<file path="config.mk">
export PLATFORM = sky130hd
export DESIGN_NAME = cga_regs
export DESIGN_NICKNAME = d
export VERILOG_FILES = /design/src/rtl/core/cga_pkg.sv /design/src/rtl/core/cga_regs.sv
export SDC_FILE = /design/constraint.sdc
export NUM_CORES = 1
export LEC_CHECK = 0
export ABC_AREA = 1
export BUFFER_PORTS_ARGS = -buffer_cell sky130_fd_sc_hd__buf_2
export CORE_UTILIZATION = 44
export DETAILED_ROUTE_END_ITERATION = 10
export HOLD_SLACK_MARGIN = 0.03
export PLACE_DENSITY_LB_ADDON = 0.08
export SLEW_MARGIN = 20
export SYNTH_ARGS = -nofsm -noshare
export SYNTH_HDL_FRONTEND = slang
export SYNTH_SLANG_ARGS = --single-unit
</file>
<file path="constraint.sdc">
create_clock -name clk -period 0.8 [get_ports clk]
set_clock_uncertainty 0.05 [all_clocks]
set_input_delay 0.04 -clock clk [delete_from_list [all_inputs] [get_ports clk]]
set_output_delay 0.04 -clock clk [all_outputs]
set_load 0.02 [all_outputs]
</file>
<file path="src/rtl/core/cga_pkg.sv">
package cga_pkg;

	// Store geometry
	localparam int HORIZON_MAX = 64;
	localparam int ADDR_W      = (HORIZON_MAX > 1) ? $clog2(HORIZON_MAX) : 1;
	localparam int CNT_W       = $clog2(HORIZON_MAX + 1);
	localparam int IDX_W       = 6;

	// Fixed point
	localparam int FRAC_W = 16;
	localparam int DISC_W = 17;
	localparam int RAT_W  = 24;
	localparam int VAL_W  = 32;

	// APB register map
	localparam int CFG_AW = 4;
	localparam logic [1:0] REG_DISCOUNT    = 2'd0;
	localparam logic [1:0] REG_TRACE_DECAY = 2'd1;
	localparam logic [1:0] REG_RHO_LIMIT   = 2'd2;
	localparam logic [1:0] REG_TRACE_LIMIT = 2'd3;

	localparam logic [DISC_W-1:0] DISCOUNT_RST    = 17'd65536;
	localparam logic [DISC_W-1:0] TRACE_DECAY_RST = 17'd62259;
	localparam logic [RAT_W-1:0]  RHO_LIMIT_RST   = 24'd65536;
	localparam logic [RAT_W-1:0]  TRACE_LIMIT_RST = 24'd65536;

	localparam logic signed [VAL_W-1:0] ADV_MAX = 32'sh7FFF_FFFF;
	localparam logic signed [VAL_W-1:0] ADV_MIN = 32'sh8000_0000;

	typedef struct packed {
		logic signed [VAL_W-1:0] state_value;
		logic signed [VAL_W-1:0] step_reward;
		logic                    episode_done;
		logic [RAT_W-1:0]        importance_ratio;
		logic                    row_end;
	} item_t;

	typedef struct packed {
		logic signed [VAL_W-1:0] advantage;
		logic [IDX_W-1:0]        step_index;
		logic                    truncated;
		logic                    last_of_row;
	} result_t;

	typedef struct packed {
		logic [IDX_W-1:0] step_index;
		logic             truncated;
		logic             last_of_row;
	} res_tag_t;

	typedef struct packed {
		logic [DISC_W-1:0] discount;
		logic [DISC_W-1:0] trace_decay;
		logic [RAT_W-1:0]  rho_limit;
		logic [RAT_W-1:0]  trace_limit;
	} cfg_t;

	// One stored timestep
	typedef struct packed {
		logic signed [VAL_W-1:0] value;
		logic signed [VAL_W-1:0] reward;
		logic                    done;
		logic [RAT_W-1:0]        ratio;
	} entry_t;

	// Controller to datapath commands
	typedef struct packed {
		logic              wr;
		logic              rd;
		logic [ADDR_W-1:0] addr;
		logic              gl_mul;
		logic              gl_rnd;
		logic              clip;
		logic              mul;
		logic              rnd;
		logic              mul2;
		logic              trc;
	} cmd_t;

	typedef enum logic [8:0] {
		S_IDLE = 9'b000000001,
		S_GL1  = 9'b000000010,
		S_GL2  = 9'b000000100,
		S_RD   = 9'b000001000,
		S_CLIP = 9'b000010000,
		S_MUL  = 9'b000100000,
		S_RND  = 9'b001000000,
		S_MUL2 = 9'b010000000,
		S_TRC  = 9'b100000000
	} state_t;

endpackage

</file>
<file path="src/rtl/core/cga_regs.sv">
module cga_regs (
	input  logic                      clk,
	input  logic                      arst_n,
	input  logic                      psel,
	input  logic                      penable,
	input  logic                      pwrite,
	input  logic [cga_pkg::CFG_AW-1:0] paddr,
	input  logic [31:0]               pwdata,
	output logic [31:0]               prdata,
	output logic                      pready,
	output cga_pkg::cfg_t             cfg
);

	logic       wr_en;
	logic [1:0] reg_idx;

	assign pready  = 1'b1;
	assign wr_en   = psel & penable & pwrite;
	assign reg_idx = paddr[3:2];

	// Register writes
	always_ff @(posedge clk or negedge arst_n) begin
		if (!arst_n) begin
			cfg.discount    <= cga_pkg::DISCOUNT_RST;
			cfg.trace_decay <= cga_pkg::TRACE_DECAY_RST;
			cfg.rho_limit   <= cga_pkg::RHO_LIMIT_RST;
			cfg.trace_limit <= cga_pkg::TRACE_LIMIT_RST;
		end else if (wr_en) begin
			case (reg_idx)
				cga_pkg::REG_DISCOUNT:    cfg.discount    <= pwdata[cga_pkg::DISC_W-1:0];
				cga_pkg::REG_TRACE_DECAY: cfg.trace_decay <= pwdata[cga_pkg::DISC_W-1:0];
				cga_pkg::REG_RHO_LIMIT:   cfg.rho_limit   <= pwdata[cga_pkg::RAT_W-1:0];
				cga_pkg::REG_TRACE_LIMIT: cfg.trace_limit <= pwdata[cga_pkg::RAT_W-1:0];
				default: ;
			endcase
		end
	end

	// Read back
	always_comb begin
		case (reg_idx)
			cga_pkg::REG_DISCOUNT:    prdata = 32'(cfg.discount);
			cga_pkg::REG_TRACE_DECAY: prdata = 32'(cfg.trace_decay);
			cga_pkg::REG_RHO_LIMIT:   prdata = 32'(cfg.rho_limit);
			cga_pkg::REG_TRACE_LIMIT: prdata = 32'(cfg.trace_limit);
			default:                  prdata = '0;
		endcase
	end

endmodule

</file>
==> results.py <==
metrics = {
    "grt": {
        "grt_start_max_net_pins": 61,
        "grt_pass1_vias": 4272,
        "overflow": 0,
        "grt_pass1_wl_um": 21500,
        "track_usage_pct": 31.6,
        "grt_antenna_before_repair": 0,
    },
    "drt": {
        "detail_route.iter0.violations": 337,
        "via_per_inst": 5.19,
        "firstDrtPassIters": 5,
        "wire_per_inst_um": 17.8,
        "drc": 0,
        "postRouteAntennaNets": 0,
        "vias": 4558,
        "wl_um": 15700,
    },
    "yosys": {
        "syn_avg_cell_area_sq_um": 7.97,
        "yosysSeqAreaShare_pct": 52.9,
        "synth_top_family_by_area": "simple AND/OR/NAND/NOR gates",
        "synthMuxAreaShare_pct": 0,
        "netlist_area_sq_mm": 0.00391,
        "synth-simple-area-share_pct": 40.1,
        "synthDistinctLibCells": 17,
        "synth_compound_area_share_pct": 0,
        "ys_ff_latch": 82,
        "synth_cells": 490,
        "synth-xor-area-share_pct": 0,
        "synth.yosys.warnings": 0,
        "synthAdderAreaFrac_pct": 0,
    },
    "clock_tree": {
        "clockRootBuffer": "clkbuf_8",
        "cts_sinks": 82,
        "clk_latency_ns": 0.35,
        "cts_made_buffers": 9,
        "clk_path_buf_depth": 2,
        "h-tree-depth": 3,
        "clk_pin_slew_worst_paths_ns": 0.09,
        "tritoncts": "built",
    },
    "floorplanning": {
        "ioPinCount": 156,
        "rows": 34,
        "die_h_um": 96.2,
        "dieArea_sq_mm": 0.00926,
        "die_w_um": 96.2,
        "core_sq_mm": 0.00868,
        "initial_core_util_pct": 45.0,
    },
    "timing": {
        "max_freq_ghz": 0.744,
        "setup_viol_count_final": 145,
        "hold_viol": 0,
        "min_period_ns": 1.34,
        "rsz0062_at_grt": "true",
        "maxSlewViolCount": 0,
        "finalCritPeriodShare_pct": 168,
        "layout_setup_ws_ns": -0.545,
    },
    "status": {
        "violations": "setup timing",
        "outcome": "finished, violations left",
    },
    "finish": {
        "post-route-util_pct": 84.6,
        "layout-drive-gt1-share_pct": 54.6,
        "largest-register": "cfg",
        "final_cell_mix": "nand2_1 (224), buf_6 (181), nand2_2 (59), buf_4 (47), dfrtp_1 (45)",
        "areaGrowthSynthToFinish_pct": 87.9,
        "nets": 807,
        "diodes": 0,
        "mostFrequentLayoutCell": "nand2_1",
        "largest_reg_flops": 82,
        "top_regs": "cfg: 82 flops",
    },
    "critical_path": {
        "cp.required_ns": 0.71,
        "crit_type": "reg -> out",
        "start_kind": "flop",
        "slowest_delay_ns": 0.56,
        "critPathArrivalTime_ns": 1.25,
        "critPathLaunch": "cfg[53]$_DFFE_PN1P_",
        "cp_max_fo": 2,
        "cp-end-kind": "primary output",
        "crit_chain": "nand3_2 -> nand4_1 -> buf_6",
        "crit_slowest_cell": "dfstp_2",
        "r2r_start": "cfg[56]$_DFFE_PN1P_",
    },
    "min_path": {
        "hold_path.class": "in -> async",
    },
    "pwr": {
        "vdd_ir_drop_max_mv": 1.52,
        "power_density_mw_per_mm2": 2410,
        "power.total_mw": 17.7,
        "p_leak_nw": 3.73,
    },
    "placement": {
        "gp_congestion": 0.800,
        "dpl.hpwl_um": 8580,
        "io_buffers": 136,
        "pre_cts_slack_ns": -0.281,
    },
    "job": {
        "maxCapViolations": 0,
    },
}
## per-layer routing
metal | GRT usage [%] | wire length [um] | up-vias
met5 | 0 | 0 | -
met4 | 9.83 | 354 | 0
met3 | 6.40 | 1080 | 39
met2 | 55.8 | 8190 | 219
met1 | 38.6 | 6030 | 2219
li1 | - | - | 2081
## layout make-up
cell class	count	area, sq um
clock buffers	11	141
clock inverters	5	85.1
fillers	473	1340
inverters	6	30.0
multi-input cells	377	1930
flip-flops and latches	82	2100
well taps	108	135
repair buffers	290	2920
## cell families (layout without fill, tap and decap cells)
group	Yosys count	after routing
flops	82	82
simple gates	368	368
other cells	2	9
buf+inv	38	312
## final timing paths
check / end / slack [ns] / cells past startpoint
worst min-delay path: cfg[51]$_DFFE_PN0P_ / 0.15 / 3
worst max register to register: cfg[56]$_DFFE_PN1P_ / -0.16 / 4
min in group clk: cfg[12]$_DFFE_PN0P_ / 0.21 / 7
worst max-delay path: prdata[5] / -0.54 / 3
max in group asynchronous: cfg[49]$_DFFE_PN1P_ / 0.20 / 3
worst min register to register: cfg[28]$_DFFE_PN0P_ / 0.47 / 2
## through the flow
stage	hold slack, ns	instances	setup TNS, ns	cell area (sq um)
floorplan	-0.306	497	-2.57	4090
global placement	0.0102	784	-24.47	5270
global route	0.200	879	-43.25	7340
finish	0.154	879	-38.71	7340
CTS	0.170	856	-36.35	6750
detailed placement	0.0113	784	-25.38	5270
## worst max-delay path, delay by kind of cell (launching register included)
kind / cells / cell delay (ns)
flip-flops: 1 / 0.56
AND/OR/NAND/NOR: 2 / 0.21
buffers and inverters: 1 / 0.13
## Yosys cell counts
cell type | number | area (sq um)
buf_1 | 1 | 3.75
buf_2 | 9 | 45.0
buf_4 | 12 | 90.1
buf_6 | 8 | 90.1
clkbuf_1 | 2 | 7.51
conb_1 | 2 | 7.51
dfrtp_1 | 69 | 1730
dfstp_2 | 13 | 342
inv_2 | 4 | 15.0
inv_4 | 2 | 12.5
nand2_1 | 286 | 1070
nand2_2 | 5 | 31.3
nand2_4 | 2 | 22.5
nand3_1 | 51 | 255
nand3_2 | 1 | 10.0
nand4_1 | 17 | 106
nor2_4 | 6 | 67.6
## power by group
| group | internal [mW] | leakage (nW) | switching (mW) | total, mW |
|---|---|---|---|---|
| Sequential | 5.14 | 0.982 | 0.815 | 5.96 |
| Clock | 1.86 | 0.110 | 1.61 | 3.48 |
| Combinational | 4.46 | 2.64 | 3.80 | 8.26 |
| Total | 11.5 | 3.73 | 6.22 | 17.7 |
## what timing repair did
item                                    4_1_cts  5_1_grt
hold buffers                                 25        0
endpoints found under the setup margin      122      152
pin swaps                                    46       45
gates resized for setup                     235      137
endpoints found under the hold margin       164        0
buffers inserted                             31       36
Power figures use the tool's default switching activity.
