$ cat src/rtl/core/cga_pkg.sv
package cga_pkg;

	// Store geometry
	localparam int HORIZON_MAX = 64;
	localparam int ADDR_W      = (HORIZON_MAX > 1) ? $clog2(HORIZON_MAX) : 1;
	localparam int CNT_W       = $clog2(HORIZON_MAX + 1);
	localparam int IDX_W       = 6;

	// Fixed point
	localparam int FRAC_W = 16;
	localparam int DISC_W = 17;
	localparam int RAT_W  = 24;
	localparam int VAL_W  = 32;

	// APB register map
	localparam int CFG_AW = 4;
	localparam logic [1:0] REG_DISCOUNT    = 2'd0;
	localparam logic [1:0] REG_TRACE_DECAY = 2'd1;
	localparam logic [1:0] REG_RHO_LIMIT   = 2'd2;
	localparam logic [1:0] REG_TRACE_LIMIT = 2'd3;

	localparam logic [DISC_W-1:0] DISCOUNT_RST    = 17'd65536;
	localparam logic [DISC_W-1:0] TRACE_DECAY_RST = 17'd62259;
	localparam logic [RAT_W-1:0]  RHO_LIMIT_RST   = 24'd65536;
	localparam logic [RAT_W-1:0]  TRACE_LIMIT_RST = 24'd65536;

	localparam logic signed [VAL_W-1:0] ADV_MAX = 32'sh7FFF_FFFF;
	localparam logic signed [VAL_W-1:0] ADV_MIN = 32'sh8000_0000;

	typedef struct packed {
		logic signed [VAL_W-1:0] state_value;
		logic signed [VAL_W-1:0] step_reward;
		logic                    episode_done;
		logic [RAT_W-1:0]        importance_ratio;
		logic                    row_end;
	} item_t;

	typedef struct packed {
		logic signed [VAL_W-1:0] advantage;
		logic [IDX_W-1:0]        step_index;
		logic                    truncated;
		logic                    last_of_row;
	} result_t;

	typedef struct packed {
		logic [IDX_W-1:0] step_index;
		logic             truncated;
		logic             last_of_row;
	} res_tag_t;

	typedef struct packed {
		logic [DISC_W-1:0] discount;
		logic [DISC_W-1:0] trace_decay;
		logic [RAT_W-1:0]  rho_limit;
		logic [RAT_W-1:0]  trace_limit;
	} cfg_t;

	// One stored timestep
	typedef struct packed {
		logic signed [VAL_W-1:0] value;
		logic signed [VAL_W-1:0] reward;
		logic                    done;
		logic [RAT_W-1:0]        ratio;
	} entry_t;

	// Controller to datapath commands
	typedef struct packed {
		logic              wr;
		logic              rd;
		logic [ADDR_W-1:0] addr;
		logic              gl_mul;
		logic              gl_rnd;
		logic              clip;
		logic              mul;
		logic              rnd;
		logic              mul2;
		logic              trc;
	} cmd_t;

	typedef enum logic [8:0] {
		S_IDLE = 9'b000000001,
		S_GL1  = 9'b000000010,
		S_GL2  = 9'b000000100,
		S_RD   = 9'b000001000,
		S_CLIP = 9'b000010000,
		S_MUL  = 9'b000100000,
		S_RND  = 9'b001000000,
		S_MUL2 = 9'b010000000,
		S_TRC  = 9'b100000000
	} state_t;

endpackage

$ cat src/rtl/core/cga_ctrl.sv
module cga_ctrl (
	input  logic               clk,
	input  logic               arst_n,
	input  logic               start,
	input  logic               row_end,
	output logic               busy,
	output cga_pkg::cmd_t      cmd,
	output logic               res_valid,
	output cga_pkg::res_tag_t  res_tag
);

	cga_pkg::state_t                 state_q;
	logic [cga_pkg::CNT_W-1:0]       cnt_q;
	logic                            ovf_q;
	logic [cga_pkg::ADDR_W-1:0]      t_q;
	logic                            valid_q;
	cga_pkg::res_tag_t               tag_q;

	logic                            accept;
	logic                            full;
	logic [cga_pkg::ADDR_W-1:0]      last_addr;

	assign busy      = (state_q != cga_pkg::S_IDLE);
	assign accept    = start & ~busy;
	assign full      = (cnt_q == cga_pkg::CNT_W'(cga_pkg::HORIZON_MAX));
	// index of the last stored step once this transaction is stored
	assign last_addr = full ? cga_pkg::ADDR_W'(cga_pkg::HORIZON_MAX - 1)
	                        : cnt_q[cga_pkg::ADDR_W-1:0];

	assign res_valid = valid_q;
	assign res_tag   = tag_q;

	// Command decode
	always_comb begin
		cmd      = '0;
		cmd.addr = t_q;
		case (state_q)
			cga_pkg::S_IDLE: begin
				cmd.wr   = accept & ~full;
				cmd.addr = cnt_q[cga_pkg::ADDR_W-1:0];
			end
			cga_pkg::S_GL1: begin
				cmd.rd     = 1'b1;
				cmd.gl_mul = 1'b1;
			end
			cga_pkg::S_GL2:  cmd.gl_rnd = 1'b1;
			cga_pkg::S_RD:   cmd.rd     = 1'b1;
			cga_pkg::S_CLIP: cmd.clip   = 1'b1;
			cga_pkg::S_MUL:  cmd.mul    = 1'b1;
			cga_pkg::S_RND:  cmd.rnd    = 1'b1;
			cga_pkg::S_MUL2: cmd.mul2   = 1'b1;
			cga_pkg::S_TRC:  cmd.trc    = 1'b1;
			default: ;
		endcase
	end

	// Sequencer: load steps, then walk the row backward
	always_ff @(posedge clk or negedge arst_n) begin
		if (!arst_n) begin
			state_q <= cga_pkg::S_IDLE;
			cnt_q   <= '0;
			ovf_q   <= 1'b0;
			t_q     <= '0;
			valid_q <= 1'b0;
			tag_q   <= '0;
		end else begin
			valid_q <= 1'b0;
			case (state_q)
				cga_pkg::S_IDLE: begin
					if (accept) begin
						if (row_end) begin
							cnt_q <= '0;
							t_q   <= last_addr;
							if (!full && cnt_q == '0) begin
								// single-step row: nothing to emit
								ovf_q <= 1'b0;
							end else begin
								ovf_q   <= ovf_q | full;
								state_q <= cga_pkg::S_GL1;
							end
						end else if (full) begin
							ovf_q <= 1'b1;
						end else begin
							cnt_q <= cnt_q + 1'b1;
						end
					end
				end
				cga_pkg::S_GL1: begin
					t_q     <= t_q - 1'b1;
					state_q <= cga_pkg::S_GL2;
				end
				cga_pkg::S_GL2:  state_q <= cga_pkg::S_RD;
				cga_pkg::S_RD:   state_q <= cga_pkg::S_CLIP;
				cga_pkg::S_CLIP: state_q <= cga_pkg::S_MUL;
				cga_pkg::S_MUL:  state_q <= cga_pkg::S_RND;
				cga_pkg::S_RND:  state_q <= cga_pkg::S_MUL2;
				cga_pkg::S_MUL2: state_q <= cga_pkg::S_TRC;
				cga_pkg::S_TRC: begin
					valid_q           <= 1'b1;
					tag_q.step_index  <= cga_pkg::IDX_W'(t_q);
					tag_q.truncated   <= ovf_q;
					tag_q.last_of_row <= (t_q == '0);
					if (t_q == '0) begin
						ovf_q   <= 1'b0;
						state_q <= cga_pkg::S_IDLE;
					end else begin
						t_q     <= t_q - 1'b1;
						state_q <= cga_pkg::S_RD;
					end
				end
				default: state_q <= cga_pkg::S_IDLE;
			endcase
		end
	end

endmodule

$ cat config.mk
export PLATFORM = sky130hd
export DESIGN_NAME = cga_ctrl
export DESIGN_NICKNAME = d
export VERILOG_FILES = /design/src/rtl/core/cga_pkg.sv /design/src/rtl/core/cga_ctrl.sv
export SDC_FILE = /design/constraint.sdc
export NUM_CORES = 1
export LEC_CHECK = 0
export ABC_CLOCK_PERIOD_IN_PS = 1900
export BUFFER_PORTS_ARGS = -buffer_cell sky130_fd_sc_hd__buf_2
export CORE_MARGIN = 2
export CORE_UTILIZATION = 51
export DETAILED_ROUTE_END_ITERATION = 10
export PLACE_DENSITY = 0.84
export RECOVER_POWER = 100
export SYNTH_ARGS = -nofsm -noshare
export SYNTH_HDL_FRONTEND = slang
export SYNTH_SLANG_ARGS = --single-unit
$ cat constraint.sdc
create_clock -name clk -period 1.9 [get_ports clk]
set_input_delay 0.19 -clock clk [delete_from_list [all_inputs] [get_ports clk]]
set_output_delay 0.19 -clock clk [all_outputs]
set_load 0.01 [all_outputs]
==> summary.md <==
| Metric | Value |
|---|---|
| WL/cell | about 18 microns |
| WP buf/inv | 3 |
| R2R setup slack | -0.20 ns |
| Setup violators final | 29 |
| Storage cell area | 803 sq um |
| Critical path required time | 1.71 ns |
| Worst-path cell chain | or4_4 > buf_4 > buf_4 > nor3_4 > nor3b_2 > buf_2 |
| CP endpoint | cmd[13] |
| WP depth | 6 |
| CP Launch Type | flip-flop |
| Post-synth top flop | dfrtp_1 |
| RSZ-0062 raised after global routing | yes |
| Die H | 66.9 microns |
| Total power | 3570 uW |
| CP Capture Type | primary output |
| Worst-case clock buffer depth | 2 |
| Fill cell count | ~260 |
| Fmax | 432 MHz |
| Seq/Total Area, Yosys | 39.8% |
| Fin Hold WS | 0.301 ns |
| Pre-CTS setup slack | -0.107 ns |
| Final Hold Vio Count | 0 |
| # clock sinks | 32 |
| Syn_area_per_cell | roughly 9.4 sq um |
| Worst-Margin Slew | 0.825 ns |
| Crit path largest cell delay | 0.56 ns |
| Asr flop ratio synth | 100% |
| Seq cells post-synth | 32 |
| CTS tree | yes |
| Avg Vias per Cell | 6.07 |
| Post-DP HPWL | approximately 3700 microns |
| P per Cell Area | ~1200 nW/um^2 |
| Syn Inst Count | 215 |
| Yosys cell types | 56 |
| RR Endpoint | t_q[1] |
| Min-Delay Path Class | input pin to flip-flop |
| Synth warnings | 0 |
| Arr. time, crit path | 2.13 ns |
| WS Path Type | flip-flop to primary output |
| Critical path's slowest cell | or4_4 |
| Max FO, Critical Path | 3 |
| Die width | 66.9 microns |
| Post-route setup TNS | -5.79 ns |
| DRT Pass-1 Iters | 4 |
| Number of I/O pins | 29 |
| Final setup margin | -0.415 ns |
| Vias in the first global route | 1911 |
| Final Skew | about 0.0055 ns |
| Inserted Clock Buffers | 5 |
| Gr usage total | 27.9% |
| Crit path from | state_q[7] |
| Largest net degree at the start of global routing | 33 |
| Lkg Pwr | 0.00133 uW |
| Min Tclk post-route | 2.32 ns |
| Antenna cells | 0 |
| Global route overflow | 0 |
| Post-Syn Area | slightly above 2000 sq um |
| First-pass GRT wire length | 9200 microns |
| Area of the multi-input gates | 1310 sq um |
| DRC Markers | 0 |
| Clock transition at path regs | 0.07 ns |
| Peak VDD IR | 0.950 mV |
| Cells on worst reg2reg path | 6 |
| Antenna-violating nets left | 0 |
| Worst r2r src | state_q[7] |
| Drt initial violations | 157 |
| Nets | 296 |
| Slew margin rel. | approximately 45% |
| EDFF count, synth | 0 |
| Crit-path leading delay family | simple AND/OR/NAND/NOR gates |
| Share of layout cells above drive strength 1 | 42.6% |
| Critical path's most frequent cell | buf_4 |
| Die ar. | 4470 sq um |
| Commonest non-fill, non-tap cell in the layout | buf_4 |
| Gpl congestion | 0.906 |
| Initial antenna violation count | 0 |
| Failing checks | setup timing |
| Max-cap check violation count | 0 |
| Max Slew Vio Count | 0 |
| Root Driver | clkbuf_8 |
| Status | complete, but fails checks |
| Crit share post-route | 122% |
| P&R area growth vs syn | 43.6% |
| Vias | 2045 |
| H-tree depth | 2 |
| Port bufs | 28 |
| Syn_nets | 223 |
| Initial Utilization | 53.8% |
| Latest clock arrival within the worst-skew pair | ~0.3 ns |
| Most frequent cells in the layout | buf_4 (37), dfrtp_1 (30), buf_6 (16) |
| Drt total wl | between 6000 and 7000 microns |
| FP Rows | 22 |
| Core footprint | 3740 sq um |
[worst register-to-register path: cells and delay by family (launching register included)]
family	cells	cell delay, ns
flip-flops	1	0.39
buffers and inverters	2	0.31
AO/OA/AOI/OAI	1	0.23
AND/OR/NAND/NOR	2	0.73
multiplexers	1	0.31
[where the power goes]
part	switching (uW)	total, uW	internal, uW
clock network	270	559	289
registers	96.9	884	787
logic	1070	2130	1060
[synth_stat cells, drive strengths merged, types with 2 or more instances]
cell     count  share of area [%]
ha           4                2.5
dfrtp       31                 38
clkbuf      11                2.1
xnor2        2               0.87
mux2        10                5.8
and3         5                1.6
o31ai        4                1.5
nand2       10                1.9
mux2i        4                2.0
buf          4                1.6
o2111ai      2               0.87
a31oi        3               0.93
nor4b        4                2.5
nor4         8                2.5
o22ai        2               0.62
o221ai       4                1.7
a21oi        5                1.2
inv         12                2.2
o211ai       2               0.74
nor3         6                1.7
o2bb2ai      2               0.87
o21a         3                1.1
nand2b       7                2.2
nor3b        5                2.1
a32o         2               0.99
or2          2               0.62
nand4b       2               0.87
nor2        16                3.0
nand3        6                1.5
or3          3               0.99
o21ai       17                4.2
[registers in the layout, indices dropped and copies added, names as in the netlist]
| name | cells |
|---|---|
| state_q | 9 |
| res_valid | 1 |
| res_tag | 8 |
| cnt_q | 7 |
| t_q | 6 |
| ovf_q | 1 |
[metal layers]
layer	vias up	track usage, %	part of all wire, %
li1	951	-	-
met1	1006	36.0	40
met2	75	44.8	52
met3	13	6.42	5.6
met4	0	11.7	2.6
met5	-	0	0
[worst min path at each step]
stage	start	slack (ns)	endpoint	cells past startpoint
2_1_floorplan	arst_n	-0.11	cnt_q[0]	0
3_3_place_gp	arst_n	0.28	state_q[8]	1
3_5_place_dp	arst_n	0.29	state_q[8]	1
4_1_cts	start	0.32	state_q[1]	4
5_1_grt	start	0.31	state_q[1]	4
6_report	start	0.30	state_q[1]	4
[cells by family (layout without fill, tap and decap cells)]
kind of cell / after synthesis / after routing / share of synthesized area [%]
muxes: 14 / 14 / 7.76
xor gates and xnor gates: 3 / 3 / 1.30
AOI/OAI and AO/OA: 54 / 54 / 18.3
and+or+nand+nor: 81 / 81 / 24.5
DFF: 32 / 32 / 39.8
buffers and inverters: 27 / 101 / 5.90
adders and majority gates: 4 / 4 / 2.48
[layout make-up]
cell class | count | area share [%]
Clock buffer | 6 | 2.85
Clock inverter | 2 | 0.346
Inverter | 12 | 1.56
Multi-Input combinational cell | 156 | 45.2
Sequential cell | 32 | 27.7
Tap cell | 48 | 2.07
Timing Repair Buffer | 81 | 20.3
[stage by stage]
step | area, sq um | util [%] | cells
2_1_floorplan | 2030 | - | 215
3_3_place_gp | 2460 | 65.7 | 316
3_5_place_dp | 2460 | 65.7 | 316
4_1_cts | 2720 | 72.6 | 329
5_1_grt | 2900 | 77.3 | 337
6_report | 2900 | 77.3 | 337
[timing repair]
action | 4_1_cts | 5_1_grt
endpoints found under the setup margin | 19 | 30
hold buffers | 1 | 0
setup buffers | 6 | 10
pin swaps | 5 | 15
gates resized for setup | 25 | 41
endpoints found under the hold margin | 31 | 0
Note: power is estimated with default switching activity, not from simulation.
